### config.mk
export PLATFORM = sky130hd
export DESIGN_NAME = inner_door_stepper_jam_recovery_unit_flat
export DESIGN_NICKNAME = d
export VERILOG_FILES = /design/src/hdl/idsj_pkg.sv /design/src/hdl/idsj_tick_if.sv /design/src/hdl/idsj_result_if.sv /design/src/hdl/idsj_cfg_if.sv /design/src/hdl/idsj_door.sv /design/src/hdl/idsj_jam.sv /design/src/hdl/inner_door_stepper_jam_recovery_unit.sv /design/src/flat_wrapper.sv
export VERILOG_INCLUDE_DIRS = /design/src /design/src/hdl
export SDC_FILE = /design/constraint.sdc
export NUM_CORES = 1
export LEC_CHECK = 0
export BUFFER_PORTS_ARGS = -buffer_cell sky130_fd_sc_hd__buf_2
export CAP_MARGIN = 20
export CORE_MARGIN = 1
export CORE_UTILIZATION = 40
export DETAILED_ROUTE_END_ITERATION = 8
export GPL_ROUTABILITY_DRIVEN = 0
export REMOVE_ABC_BUFFERS = 1
export SLEW_MARGIN = 20
export SYNTH_ARGS = -nofsm -noshare
export SYNTH_HDL_FRONTEND = slang
export SYNTH_HIERARCHICAL = 1
export SYNTH_SLANG_ARGS = --single-unit
### constraint.sdc
create_clock -name clk -period 5.57 [get_ports clk]
set_input_delay 1.3925 -clock clk [delete_from_list [all_inputs] [get_ports clk]]
set_output_delay 1.3925 -clock clk [all_outputs]
set_load 0.01 [all_outputs]
### src/hdl/inner_door_stepper_jam_recovery_unit_assert.svh
// Assertion helpers shared by the RTL; clocked on clk, quiet while rst is high.
`ifndef INNER_DOOR_STEPPER_JAM_RECOVERY_UNIT_ASSERT_SVH
`define INNER_DOOR_STEPPER_JAM_RECOVERY_UNIT_ASSERT_SVH

// same-cycle implication
`define IDSJ_ASSERT_NOW(label, cond, prop, msg) \
  label: assert property (@(posedge clk) disable iff (rst) (cond) |-> (prop)) \
    else $error(msg);

// next-cycle implication
`define IDSJ_ASSERT_NEXT(label, cond, prop, msg) \
  label: assert property (@(posedge clk) disable iff (rst) (cond) |=> (prop)) \
    else $error(msg);

`endif

### src/hdl/idsj_pkg.sv
`default_nettype none
package idsj_pkg;

  localparam int POSITION_BITS_DEF = 12;
  localparam int CFG_INDEX_BITS = 3;
  localparam int CFG_DATA_BITS = 12;

  localparam logic [CFG_INDEX_BITS-1:0] CFG_FULL_OPEN_STEPS   = 3'd0;
  localparam logic [CFG_INDEX_BITS-1:0] CFG_FIRST_STAGE_STEPS = 3'd1;
  localparam logic [CFG_INDEX_BITS-1:0] CFG_STAGE_PAUSE_TICKS = 3'd2;
  localparam logic [CFG_INDEX_BITS-1:0] CFG_JAM_PHASE_TICKS   = 3'd3;
  localparam logic [CFG_INDEX_BITS-1:0] CFG_JAM_RETRY_MAX     = 3'd4;
  localparam logic [CFG_INDEX_BITS-1:0] CFG_VOICE_ALERT_MAX   = 3'd5;

  localparam logic [11:0] FULL_OPEN_STEPS_RST   = 12'd1000;
  localparam logic [11:0] FIRST_STAGE_STEPS_RST = 12'd500;
  localparam logic [9:0]  STAGE_PAUSE_TICKS_RST = 10'd667;
  localparam logic [7:0]  JAM_PHASE_TICKS_RST   = 8'd100;
  localparam logic [7:0]  JAM_RETRY_MAX_RST     = 8'd1;
  localparam logic [7:0]  VOICE_ALERT_MAX_RST   = 8'd2;

  typedef enum logic [3:0] {
    PH_IDLE        = 4'd0,
    PH_OPEN        = 4'd1,
    PH_FEEDER_BACK = 4'd2,
    PH_FEEDER_WAIT = 4'd3,
    PH_CLOSE       = 4'd4,
    PH_CLOSE_CHECK = 4'd5,
    PH_DONE        = 4'd6,
    PH_ERROR       = 4'd7,
    PH_VOICE       = 4'd8
  } jam_phase_t;

  typedef enum logic [1:0] {
    DRV_NONE  = 2'd0,
    DRV_OPEN  = 2'd1,
    DRV_CLOSE = 2'd2
  } outer_drive_t;

  typedef struct packed {
    logic open_set;
    logic open_clear;
    logic force_close_set;
    logic front_above_threshold;
    logic close_hold;
    logic extracting;
    logic reed_closed;
    logic jam_enable;
    logic outer_door_full;
    logic outer_door_shut;
    logic feeder_reverse_done;
    logic jam_check_set;
  } tick_t;

  typedef struct packed {
    logic [11:0] full_open_steps;
    logic [11:0] first_stage_steps;
    logic [9:0]  stage_pause_ticks;
    logic [7:0]  jam_phase_ticks;
    logic [7:0]  jam_retry_max;
    logic [7:0]  voice_alert_max;
  } cfg_t;

  typedef struct packed {
    logic opening;
    logic open_req;
    logic force_close;
  } door_flags_t;

  typedef struct packed {
    logic       pending;
    jam_phase_t phase;
    logic [7:0] timer;
    logic [7:0] retry;
    logic [7:0] voice_count;
    logic       feeder_busy;
  } jam_state_t;

  typedef struct packed {
    outer_drive_t drive;
    logic         feed;
    logic         voice;
  } jam_cmd_t;

  // half-step coil pattern, coil 1..4 on bits 0..3
  function automatic logic [3:0] coil_pattern(input logic [2:0] idx);
    logic [3:0] pat;
    case (idx)
      3'd0: pat = 4'h1;
      3'd1: pat = 4'h9;
      3'd2: pat = 4'h8;
      3'd3: pat = 4'hC;
      3'd4: pat = 4'h4;
      3'd5: pat = 4'h6;
      3'd6: pat = 4'h2;
      3'd7: pat = 4'h3;
      default: pat = 4'h0;
    endcase
    return pat;
  endfunction

endpackage
`default_nettype wire

### src/hdl/idsj_tick_if.sv
`default_nettype none
interface idsj_tick_if;
  logic valid;
  logic ready;
  logic open_set;
  logic open_clear;
  logic force_close_set;
  logic front_above_threshold;
  logic close_hold;
  logic extracting;
  logic reed_closed;
  logic jam_enable;
  logic outer_door_full;
  logic outer_door_shut;
  logic feeder_reverse_done;
  logic jam_check_set;

  modport source (
    output valid, open_set, open_clear, force_close_set, front_above_threshold,
           close_hold, extracting, reed_closed, jam_enable, outer_door_full,
           outer_door_shut, feeder_reverse_done, jam_check_set,
    input  ready
  );
  modport sink (
    input  valid, open_set, open_clear, force_close_set, front_above_threshold,
           close_hold, extracting, reed_closed, jam_enable, outer_door_full,
           outer_door_shut, feeder_reverse_done, jam_check_set,
    output ready
  );
endinterface
`default_nettype wire

### src/hdl/idsj_result_if.sv
`default_nettype none
interface idsj_result_if #(
  parameter int POSITION_BITS = idsj_pkg::POSITION_BITS_DEF
);
  logic                     valid;
  logic                     ready;
  logic [3:0]               coil_phases;
  logic [POSITION_BITS-1:0] door_position;
  logic                     open_request;
  logic [1:0]               outer_door_drive;
  logic                     feeder_reverse_start;
  logic                     voice_alert;
  logic [3:0]               jam_phase;

  modport source (
    output valid, coil_phases, door_position, open_request, outer_door_drive,
           feeder_reverse_start, voice_alert, jam_phase,
    input  ready
  );
  modport sink (
    input  valid, coil_phases, door_position, open_request, outer_door_drive,
           feeder_reverse_start, voice_alert, jam_phase,
    output ready
  );
endinterface
`default_nettype wire

### src/hdl/idsj_cfg_if.sv
`default_nettype none
interface idsj_cfg_if;
  logic                               valid;
  logic                               ready;
  logic [idsj_pkg::CFG_INDEX_BITS-1:0] index;
  logic [idsj_pkg::CFG_DATA_BITS-1:0]  data;

  modport source (output valid, index, data, input ready);
  modport sink (input valid, index, data, output ready);
endinterface
`default_nettype wire

### src/hdl/idsj_door.sv
`default_nettype none
module idsj_door #(
  parameter int POSITION_BITS = idsj_pkg::POSITION_BITS_DEF
) (
  input  idsj_pkg::tick_t           item,
  input  idsj_pkg::cfg_t            cfg,
  input  logic [POSITION_BITS-1:0]  position,
  input  idsj_pkg::door_flags_t     flags,
  input  logic [9:0]                pause_count,
  input  logic [3:0]                coil_reg,
  input  idsj_pkg::jam_phase_t      phase,
  output logic [POSITION_BITS-1:0]  position_next,
  output idsj_pkg::door_flags_t     flags_next,
  output logic [9:0]                pause_next,
  output logic [3:0]                coil_next,
  output logic                      run_jam
);
  import idsj_pkg::*;

  // wide enough for both the position and the 12-bit step registers
  localparam int W = (POSITION_BITS > 12) ? POSITION_BITS : 12;

  logic [W-1:0] pos_w, full_w, first_w, base_w, new_w;
  logic         req, fc, hold_coils;

  always_comb begin
    pos_w   = W'(position);
    full_w  = W'(cfg.full_open_steps);
    first_w = W'(cfg.first_stage_steps);
    base_w  = pos_w;
    req     = item.open_set ? 1'b1 : (item.open_clear ? 1'b0 : flags.open_req);
    fc      = flags.force_close | item.force_close_set;

    new_w      = pos_w;
    flags_next = '{opening: flags.opening, open_req: req, force_close: fc};
    pause_next = pause_count;
    run_jam    = 1'b1;
    hold_coils = 1'b0;

    if (fc) begin
      if (pos_w != '0) begin
        if (!item.close_hold) new_w = pos_w - W'(1);
      end else begin
        flags_next.force_close = 1'b0;
      end
      run_jam = 1'b0;
    end else if (req) begin
      flags_next.opening = 1'b1;
      if (item.front_above_threshold && pos_w < first_w) begin
        new_w      = pos_w + W'(1);
        pause_next = cfg.stage_pause_ticks;
      end else if (item.front_above_threshold && pos_w < full_w &&
                   pause_count != '0) begin
        // stage pause: hold coils, skip jam logic
        pause_next = pause_count - 10'd1;
        run_jam    = 1'b0;
        hold_coils = 1'b1;
      end else if (pos_w < full_w) begin
        new_w = pos_w + W'(1);
      end else begin
        new_w = full_w;
        if (!item.extracting && phase == PH_IDLE) flags_next.open_req = 1'b0;
      end
    end else begin
      if (flags.opening) base_w = full_w;
      flags_next.opening = 1'b0;
      new_w = (base_w != '0 && !item.close_hold) ? base_w - W'(1) : base_w;
    end

    if (hold_coils) begin
      coil_next = coil_reg;
    end else if (new_w == '0 || new_w == full_w) begin
      coil_next = 4'h0;
    end else begin
      coil_next = coil_pattern(new_w[2:0]);
    end

    position_next = new_w[POSITION_BITS-1:0];
  end

endmodule
`default_nettype wire

### src/hdl/idsj_jam.sv
`default_nettype none
module idsj_jam #(
  parameter int POSITION_BITS = idsj_pkg::POSITION_BITS_DEF
) (
  input  idsj_pkg::tick_t          item,
  input  idsj_pkg::cfg_t           cfg,
  input  logic [POSITION_BITS-1:0] position,
  input  logic                     run_jam,
  input  logic                     open_req,
  input  idsj_pkg::jam_state_t     state,
  output idsj_pkg::jam_state_t     state_next,
  output logic                     open_req_next,
  output idsj_pkg::jam_cmd_t       cmd
);
  import idsj_pkg::*;

  localparam int W = (POSITION_BITS > 12) ? POSITION_BITS : 12;

  logic       pos_zero, at_full, retry_spent;
  logic [7:0] tick_count;
  jam_phase_t ph;

  always_comb begin
    pos_zero    = (position == '0);
    at_full     = (W'(position) == W'(cfg.full_open_steps));
    tick_count  = 8'd0;
    ph          = state.phase;
    retry_spent = 1'b0;

    state_next = state;
    state_next.pending     = state.pending | item.jam_check_set;
    state_next.feeder_busy = item.feeder_reverse_done ? 1'b0 : state.feeder_busy;
    open_req_next = open_req;
    cmd = '{drive: DRV_NONE, feed: 1'b0, voice: 1'b0};

    if (run_jam) begin
      if (!item.jam_enable || item.extracting) begin
        state_next.pending = 1'b0;
        state_next.phase   = PH_IDLE;
        state_next.timer   = 8'd0;
        state_next.retry   = 8'd0;
      end else begin
        tick_count = state.timer;
        // pending check starts the sequence at full close
        if (state_next.pending && pos_zero) begin
          ph = item.reed_closed ? PH_IDLE : PH_OPEN;
          state_next.pending = 1'b0;
          tick_count = 8'd0;
        end
        tick_count = tick_count + 8'd1;
        state_next.phase = ph;
        if (tick_count < cfg.jam_phase_ticks) begin
          state_next.timer = tick_count;
        end else begin
          state_next.timer = 8'd0;
          case (ph)
            PH_IDLE: begin
            end
            PH_OPEN: begin
              if (state.retry < cfg.jam_retry_max) state_next.retry = state.retry + 8'd1;
              open_req_next = 1'b1;
              cmd.drive = DRV_OPEN;
              if (at_full && item.outer_door_full) state_next.phase = PH_FEEDER_BACK;
            end
            PH_FEEDER_BACK: begin
              open_req_next = 1'b1;
              cmd.drive = DRV_OPEN;
              state_next.feeder_busy = 1'b1;
              cmd.feed = 1'b1;
              state_next.phase = PH_FEEDER_WAIT;
            end
            PH_FEEDER_WAIT: begin
              open_req_next = 1'b1;
              cmd.drive = DRV_OPEN;
              if (!state_next.feeder_busy) state_next.phase = PH_CLOSE;
            end
            PH_CLOSE: begin
              open_req_next = 1'b0;
              cmd.drive = DRV_OPEN;
              state_next.phase = PH_CLOSE_CHECK;
            end
            PH_CLOSE_CHECK: begin
              retry_spent = (state.retry >= cfg.jam_retry_max);
              if (pos_zero) begin
                if (item.reed_closed) state_next.phase = PH_DONE;
                else state_next.phase = retry_spent ? PH_ERROR : PH_OPEN;
              end
            end
            PH_DONE: begin
              state_next.phase = PH_IDLE;
              cmd.drive = DRV_CLOSE;
            end
            PH_ERROR: begin
              state_next.phase = PH_VOICE;
              cmd.drive = DRV_CLOSE;
            end
            PH_VOICE: begin
              if (item.outer_door_shut) begin
                state_next.phase = PH_IDLE;
                if (state.voice_count < cfg.voice_alert_max) begin
                  cmd.voice = 1'b1;
                  state_next.voice_count = state.voice_count + 8'd1;
                end
              end
            end
            default: state_next.phase = PH_IDLE;
          endcase
        end
      end
    end
  end

endmodule
`default_nettype wire

### src/hdl/inner_door_stepper_jam_recovery_unit.sv
// Inner ice door stepper with jam recovery. Each tick item (one 3 ms tick) is
// caught in an input register, evaluated combinationally by the door stepping
// logic and the jam sequencer, and its result lands in an output register;
// the block takes one item per clock cycle while the result is not stalled,
// with the input register parting the two sides so a stalled result does not
// lose the item behind it. Configuration writes are always ready and take
// effect for the next item; indexes beyond the register list are ignored.
// door_position is POSITION_BITS wide.
`default_nettype none
module inner_door_stepper_jam_recovery_unit #(
  parameter int POSITION_BITS = idsj_pkg::POSITION_BITS_DEF
) (
  input  logic        clk,
  input  logic        rst,
  idsj_tick_if.sink   tick,
  idsj_cfg_if.sink    cfg,
  idsj_result_if.source result
);
  import idsj_pkg::*;

  cfg_t                     regs;
  logic                     in_valid;
  tick_t                    in_item;
  logic                     out_valid;
  logic                     fire;

  logic [POSITION_BITS-1:0] position, position_next;
  door_flags_t              flags, flags_next;
  logic [9:0]               pause_count, pause_next;
  logic [3:0]               coil_reg, coil_next;
  jam_state_t               jam, jam_next;
  logic                     run_jam, open_req_final;
  jam_cmd_t                 cmd;

  tick_t                    tick_item;

  assign tick_item = '{
    open_set: tick.open_set, open_clear: tick.open_clear,
    force_close_set: tick.force_close_set,
    front_above_threshold: tick.front_above_threshold,
    close_hold: tick.close_hold, extracting: tick.extracting,
    reed_closed: tick.reed_closed, jam_enable: tick.jam_enable,
    outer_door_full: tick.outer_door_full, outer_door_shut: tick.outer_door_shut,
    feeder_reverse_done: tick.feeder_reverse_done, jam_check_set: tick.jam_check_set
  };

  assign fire       = in_valid && (!out_valid || result.ready);
  assign tick.ready = !in_valid || fire;
  assign cfg.ready  = 1'b1;

  idsj_door #(.POSITION_BITS(POSITION_BITS)) u_door (
    .item          (in_item),
    .cfg           (regs),
    .position      (position),
    .flags         (flags),
    .pause_count   (pause_count),
    .coil_reg      (coil_reg),
    .phase         (jam.phase),
    .position_next (position_next),
    .flags_next    (flags_next),
    .pause_next    (pause_next),
    .coil_next     (coil_next),
    .run_jam       (run_jam)
  );

  idsj_jam #(.POSITION_BITS(POSITION_BITS)) u_jam (
    .item          (in_item),
    .cfg           (regs),
    .position      (position_next),
    .run_jam       (run_jam),
    .open_req      (flags_next.open_req),
    .state         (jam),
    .state_next    (jam_next),
    .open_req_next (open_req_final),
    .cmd           (cmd)
  );

  always_ff @(posedge clk) begin
    if (rst) begin
      regs <= '{full_open_steps: FULL_OPEN_STEPS_RST,
                first_stage_steps: FIRST_STAGE_STEPS_RST,
                stage_pause_ticks: STAGE_PAUSE_TICKS_RST,
                jam_phase_ticks: JAM_PHASE_TICKS_RST,
                jam_retry_max: JAM_RETRY_MAX_RST,
                voice_alert_max: VOICE_ALERT_MAX_RST};
    end else if (cfg.valid) begin
      case (cfg.index)
        CFG_FULL_OPEN_STEPS:   regs.full_open_steps   <= cfg.data[11:0];
        CFG_FIRST_STAGE_STEPS: regs.first_stage_steps <= cfg.data[11:0];
        CFG_STAGE_PAUSE_TICKS: regs.stage_pause_ticks <= cfg.data[9:0];
        CFG_JAM_PHASE_TICKS:   regs.jam_phase_ticks   <= cfg.data[7:0];
        CFG_JAM_RETRY_MAX:     regs.jam_retry_max     <= cfg.data[7:0];
        CFG_VOICE_ALERT_MAX:   regs.voice_alert_max   <= cfg.data[7:0];
        default: begin
        end
      endcase
    end
  end

  // handshake and block state
  always_ff @(posedge clk) begin
    if (rst) begin
      in_valid    <= 1'b0;
      out_valid   <= 1'b0;
      position    <= '0;
      flags       <= '0;
      pause_count <= '0;
      coil_reg    <= '0;
      jam         <= '{pending: 1'b0, phase: PH_IDLE, timer: 8'd0, retry: 8'd0,
                       voice_count: 8'd0, feeder_busy: 1'b0};
    end else begin
      if (tick.valid && tick.ready) in_valid <= 1'b1;
      else if (fire) in_valid <= 1'b0;
      if (fire) out_valid <= 1'b1;
      else if (result.ready) out_valid <= 1'b0;
      if (fire) begin
        position    <= position_next;
        flags       <= '{opening: flags_next.opening, open_req: open_req_final,
                         force_close: flags_next.force_close};
        pause_count <= pause_next;
        coil_reg    <= coil_next;
        jam         <= jam_next;
      end
    end
  end

  // payload registers
  always_ff @(posedge clk) begin
    if (tick.valid && tick.ready) in_item <= tick_item;
    if (fire) begin
      result.coil_phases          <= coil_next;
      result.door_position        <= position_next;
      result.open_request         <= open_req_final;
      result.outer_door_drive     <= cmd.drive;
      result.feeder_reverse_start <= cmd.feed;
      result.voice_alert          <= cmd.voice;
      result.jam_phase            <= jam_next.phase;
    end
  end

  assign result.valid = out_valid;

`include "inner_door_stepper_jam_recovery_unit_assert.svh"

  `IDSJ_ASSERT_NOW(a_no_overwrite, out_valid && !result.ready, !fire, "result overwritten while stalled")
  `IDSJ_ASSERT_NOW(a_in_free_ready, !in_valid, tick.ready, "empty input register not ready")
  `IDSJ_ASSERT_NOW(a_feed_phase, out_valid && result.feeder_reverse_start, result.jam_phase == PH_FEEDER_WAIT, "feeder start outside feeder wait")
  `IDSJ_ASSERT_NOW(a_voice_phase, out_valid && result.voice_alert, result.jam_phase == PH_IDLE && result.outer_door_drive == DRV_NONE, "voice alert outside return to idle")
  `IDSJ_ASSERT_NEXT(a_fire_shows, fire, out_valid, "evaluated item not presented")

endmodule
`default_nettype wire
### src/flat_wrapper.sv
// flat-port wrapper written by rule: the top's interface ports become plain ports
module inner_door_stepper_jam_recovery_unit_flat import idsj_pkg::*;
#(
  parameter int POSITION_BITS = idsj_pkg::POSITION_BITS_DEF
)
  (clk, rst, tick_valid, tick_open_set, tick_open_clear, tick_force_close_set, tick_front_above_threshold, tick_close_hold, tick_extracting, tick_reed_closed, tick_jam_enable, tick_outer_door_full, tick_outer_door_shut, tick_feeder_reverse_done, tick_jam_check_set, tick_ready, cfg_valid, cfg_index, cfg_data, cfg_ready, result_valid, result_coil_phases, result_door_position, result_open_request, result_outer_door_drive, result_feeder_reverse_start, result_voice_alert, result_jam_phase, result_ready);
  idsj_tick_if tick_i ();
  idsj_cfg_if cfg_i ();
  idsj_result_if #(.POSITION_BITS(POSITION_BITS)) result_i ();
  input  logic clk;
  input  logic rst;
  input wire logic [$bits(tick_i.valid)-1:0] tick_valid;
  input wire logic [$bits(tick_i.open_set)-1:0] tick_open_set;
  input wire logic [$bits(tick_i.open_clear)-1:0] tick_open_clear;
  input wire logic [$bits(tick_i.force_close_set)-1:0] tick_force_close_set;
  input wire logic [$bits(tick_i.front_above_threshold)-1:0] tick_front_above_threshold;
  input wire logic [$bits(tick_i.close_hold)-1:0] tick_close_hold;
  input wire logic [$bits(tick_i.extracting)-1:0] tick_extracting;
  input wire logic [$bits(tick_i.reed_closed)-1:0] tick_reed_closed;
  input wire logic [$bits(tick_i.jam_enable)-1:0] tick_jam_enable;
  input wire logic [$bits(tick_i.outer_door_full)-1:0] tick_outer_door_full;
  input wire logic [$bits(tick_i.outer_door_shut)-1:0] tick_outer_door_shut;
  input wire logic [$bits(tick_i.feeder_reverse_done)-1:0] tick_feeder_reverse_done;
  input wire logic [$bits(tick_i.jam_check_set)-1:0] tick_jam_check_set;
  output wire logic [$bits(tick_i.ready)-1:0] tick_ready;
  input wire logic [$bits(cfg_i.valid)-1:0] cfg_valid;
  input wire logic [$bits(cfg_i.index)-1:0] cfg_index;
  input wire logic [$bits(cfg_i.data)-1:0] cfg_data;
  output wire logic [$bits(cfg_i.ready)-1:0] cfg_ready;
  output wire logic [$bits(result_i.valid)-1:0] result_valid;
  output wire logic [$bits(result_i.coil_phases)-1:0] result_coil_phases;
  output wire logic [$bits(result_i.door_position)-1:0] result_door_position;
  output wire logic [$bits(result_i.open_request)-1:0] result_open_request;
  output wire logic [$bits(result_i.outer_door_drive)-1:0] result_outer_door_drive;
  output wire logic [$bits(result_i.feeder_reverse_start)-1:0] result_feeder_reverse_start;
  output wire logic [$bits(result_i.voice_alert)-1:0] result_voice_alert;
  output wire logic [$bits(result_i.jam_phase)-1:0] result_jam_phase;
  input wire logic [$bits(result_i.ready)-1:0] result_ready;
  assign tick_i.valid = tick_valid;
  assign tick_i.open_set = tick_open_set;
  assign tick_i.open_clear = tick_open_clear;
  assign tick_i.force_close_set = tick_force_close_set;
  assign tick_i.front_above_threshold = tick_front_above_threshold;
  assign tick_i.close_hold = tick_close_hold;
  assign tick_i.extracting = tick_extracting;
  assign tick_i.reed_closed = tick_reed_closed;
  assign tick_i.jam_enable = tick_jam_enable;
  assign tick_i.outer_door_full = tick_outer_door_full;
  assign tick_i.outer_door_shut = tick_outer_door_shut;
  assign tick_i.feeder_reverse_done = tick_feeder_reverse_done;
  assign tick_i.jam_check_set = tick_jam_check_set;
  assign tick_ready = tick_i.ready;
  assign cfg_i.valid = cfg_valid;
  assign cfg_i.index = cfg_index;
  assign cfg_i.data = cfg_data;
  assign cfg_ready = cfg_i.ready;
  assign result_valid = result_i.valid;
  assign result_coil_phases = result_i.coil_phases;
  assign result_door_position = result_i.door_position;
  assign result_open_request = result_i.open_request;
  assign result_outer_door_drive = result_i.outer_door_drive;
  assign result_feeder_reverse_start = result_i.feeder_reverse_start;
  assign result_voice_alert = result_i.voice_alert;
  assign result_jam_phase = result_i.jam_phase;
  assign result_i.ready = result_ready;
  inner_door_stepper_jam_recovery_unit #(.POSITION_BITS(POSITION_BITS)) u_core (.clk(clk), .rst(rst), .tick(tick_i), .cfg(cfg_i), .result(result_i));
endmodule
==> impl_metrics.tcl <==
set metrics [dict create \
    hold_violations 0 \
    p_switching_w 0.001126 \
    finalWirelength_um 33910 \
    synth_edf_count 37 \
    reg2reg_depth 29 \
    synth-main-ff-cell "dfxtp_1" \
    setup_slack_ns -0.2508 \
    placed_area_mm2 0.01265 \
    max_freq_mhz 171.8 \
    num_antenna_cells 0 \
    drv_slew 0 \
    rsz0062_at_grt "yes" \
    cts_tree "done" \
    worst_setup_path_start_kind "register" \
    fillerInstances 2490 \
    worstPathArrival_ns 6.12 \
    grtUsageTotal_pct 23.97 \
    layout-drive-gt1-share_pct 29.03 \
    cp_slowest_cell "or4_4" \
    min_path_type "reg -> reg" \
    grt_pass1_wl_um 52990 \
    clkTransAtPathRegs_ns 0.08 \
    ant_nets 0 \
    hpwl_um 24180 \
    ir_worst_vdd_v 0.0002133 \
    area_growth_pct 28.26 \
    syn_avg_cell_area_um2 8.598 \
    worst_pin_slew_ns 1.050 \
    drtPass1Iterations 5 \
    synthArstFlopShare_pct 0 \
    final_area_mm2 0.01402 \
    syn_inst 1271 \
    fin_crit_sh_pct 104.5 \
    dr_total_vias 10320 \
    violations "negative setup slack" \
    chipHeight_um 167.3 \
    critical_path.max_fanout 6 \
    portBuffers 58 \
    min_to "u_core/regs[32]$_SDFFE_PP0P_" \
    placedCellCount 1780 \
    final-instance-count-excl-fill 1836 \
    overflow 0 \
    multiInputGateArea_mm2 0.007312 \
    ys_ff_latch 156 \
    maxCapViolCount 0 \
    whs_path_depth 2 \
    p_leak_nw 5.541 \
    p_clk_share_pct 34.6 \
    synth_area_mm2 0.01093 \
    worstReg2RegStart "u_core/position[6]$_SDFFE_PP0P_" \
    largestRegisters "u_core/regs (58), u_core/jam (30)" \
    cts_buffers 17 \
    fin_skew_ns 0.01621 \
    power_frac_seq_pct 36.4 \
    min_from "u_core/regs[32]$_SDFFE_PP0P_" \
    drcViolationCount 0 \
    power_density_mw_per_mm2 241.9 \
    largest_reg_flops 58 \
    ctsHoldBuffers 0 \
    internal_power_w 0.002264 \
    wire_per_inst_um 18.47 \
    cts.path.max_buffers 2 \
    crit_required_ns 5.87 \
    switching_share_pct 33.22 \
    cts-root-buf "clkbuf_16" \
    yosys_warnings 6 \
    clk_latency_ns 0.43 \
    grt_max_degree 103 \
    grt_pass1_vias 9764 \
    cpPeakStageDelay_ns 0.56 \
    cts.sinks 156 \
    worstReg2RegEnd "u_core/jam[25]$_SDFFE_PP0P_" \
    regMostFlops "u_core/regs" \
    drtIter0Drc 789 \
    rows 60 \
    ff_latch_area_mm2 0.003517 \
    finalSetupViolCount 35 \
    coreArea_mm2 0.02688 \
    period_needed_ns 5.821 \
    relSlewSlack_pct 29.73 \
    viasPerCell 5.621 \
    ios 60 \
    outcome "complete, but fails checks" \
    antenna_found_initial 1 \
    start_util_pct 40.66 \
    final_net_count 1565 \
    ys_seq_area_share_pct 31.97 \
    path_class "reg -> reg" \
    die-width_um 167.3 \
    cts_max_level 4 \
    combPwrFrac_pct 29.0 \
    die-area_mm2 0.02798 \
    synth.distinct_cells 90 \
    cp-end-kind "register" \
    r2r_setup_slack_ns -0.25 \
    crit_top_cell "buf_4" \
]
critical path, delay by kind of cell, from the launching register on:
| kind | cells | cell delay, ns |
|---|---|---|
| AO/OA/AOI/OAI | 9 | 1.94 |
| AND/OR/NAND/NOR | 10 | 1.70 |
| adder cells (fa/ha/maj) | 3 | 0.78 |
| buffers and inverters | 5 | 0.70 |
| flip-flops | 1 | 0.36 |
| XOR/XNOR | 1 | 0.16 |
| multiplexers | 1 | 0.06 |
through the flow:
stage	hold WS [ns]	total power (W)	worst slack (ns)	TNS [ns]	util, %
after detailed placement	0.4452	0.002149	-0.3490	-8.679	47.06
after CTS	0.4553	0.003353	-0.1010	-1.942	50.09
after global placement	0.4434	0.002143	-0.2625	-5.139	47.06
final	0.4537	0.003391	-0.2508	-4.910	52.15
after global routing	0.4730	0.003536	-0.4364	-11.87	52.15
after floorplan	0.4271	0.001759	-1.653	-123.21	-
cells by family (layout without fill, tap and decap cells):
kind of cell,Yosys count,count (layout),share of synthesized area (%)
AO/OA/AOI/OAI,239,239,14.87
XOR/XNOR,55,55,4.408
adder cells (fa/ha/maj),51,51,5.839
buffers and inverters,140,364,6.217
flip-flops,156,156,31.97
multiplexers,107,107,9.824
other,1,1,0.03432
AND/OR/NAND/NOR,522,522,26.84
cells in the mapped netlist (6+ instances only):
library cell / number / area [µm²]
a211oi_1: 10 / 75.07
a21o_1: 6 / 45.04
a21oi_1: 76 / 380.4
a22o_1: 10 / 87.58
a31oi_1: 10 / 62.56
and3_1: 12 / 75.07
and4_1: 6 / 52.55
buf_2: 20 / 100.1
buf_4: 6 / 45.04
buf_6: 12 / 135.1
clkbuf_1: 31 / 116.4
dfxtp_1: 119 / 2382
edfxtp_1: 37 / 1111
ha_1: 51 / 638.1
inv_1: 68 / 255.2
mux2i_1: 105 / 1051
nand2_1: 89 / 334.1
nand2b_1: 130 / 813.3
nand3_1: 28 / 140.1
nand4_1: 15 / 93.84
nor2_1: 99 / 371.6
nor2b_1: 11 / 68.82
nor3_1: 52 / 260.3
nor4_1: 14 / 87.58
o21ai_0: 31 / 155.2
o21ai_1: 6 / 30.03
o22ai_1: 13 / 81.33
o31ai_1: 11 / 82.58
or3_1: 12 / 75.07
or4_1: 6 / 45.04
xnor2_1: 41 / 359.1
xor2_1: 14 / 122.6
cell usage in the layout (no fill, tap or decap), types with 6 or more instances in the layout:
cell type  count
buf_4        195
and3_1        12
edfxtp_1      37
nor4_1        11
dfxtp_2       16
or3_1         10
nand4_1       15
o31ai_1        9
ha_4          11
or4_1          6
xor2_1        13
inv_1         60
a21o_1         6
o21ai_0       26
buf_6          8
mux2i_1      102
a21oi_2        9
dfxtp_1      102
o22ai_1       11
nor3_1        44
nor2b_1        9
buf_2         57
nor3_2         9
nor2_1        94
a21oi_1       72
a31oi_1        9
o21ai_1       11
nand2b_1     130
inv_2          8
ha_1          38
xnor2_1       41
clkbuf_16     17
nand3_1       24
nand2_1       83
a22o_1        10
worst max path at each step:
| stage | to | slack (ns) | cells after the start | start |
|---|---|---|---|---|
| final | u_core/jam[25]$_SDFFE_PP0P_ | -0.25 | 29 | u_core/position[6]$_SDFFE_PP0P_ |
| after global routing | u_core/jam[25]$_SDFFE_PP0P_ | -0.44 | 29 | u_core/position[6]$_SDFFE_PP0P_ |
| after CTS | u_core/jam[25]$_SDFFE_PP0P_ | -0.10 | 28 | u_core/regs[36]$_SDFFE_PP1P_ |
| after detailed placement | u_core/jam[2]$_SDFFE_PP0P_ | -0.35 | 30 | u_core/position[2]$_SDFFE_PP0P_ |
| after global placement | u_core/jam[2]$_SDFFE_PP0P_ | -0.26 | 27 | u_core/position[1]$_SDFFE_PP0P_ |
| after floorplan | u_core/flags[1]$_SDFFE_PP0P_ | -1.65 | 26 | u_core/position[2]$_SDFFE_PP0P_ |
layout make-up:
class,count,area share [%]
timing repair buffer,264,13.66
clock buffer,17,3.035
tap,341,3.044
inverter,68,1.821
sequential,156,25.09
multi-input combinational,975,52.17
clock inverter,15,1.178
repair_timing:
item                       in CTS  in global routing
setup endpoints to repair      38                 39
pin swaps                      43                 47
setup buffers                  10                 15
resized for setup              42                 95
power groups by stage:
stage                     Clock (W)  Combinational, W  Sequential [W]
after detailed placement          0          0.000893         0.00126
after global routing        0.00125           0.00105         0.00124
after floorplan                   0          0.000483         0.00128
after global placement            0          0.000888         0.00126
after CTS                   0.00121          0.000916         0.00123
final                       0.00117          0.000983         0.00123
per-layer routing:
layer / wire, µm / GRT usage [%]
met5: 0 / 0
met3: 2180 / 3.640
met4: 847 / 8.177
met2: 15200 / 37.37
met1: 15680 / 33.58
(Power assumes the default switching activity.)
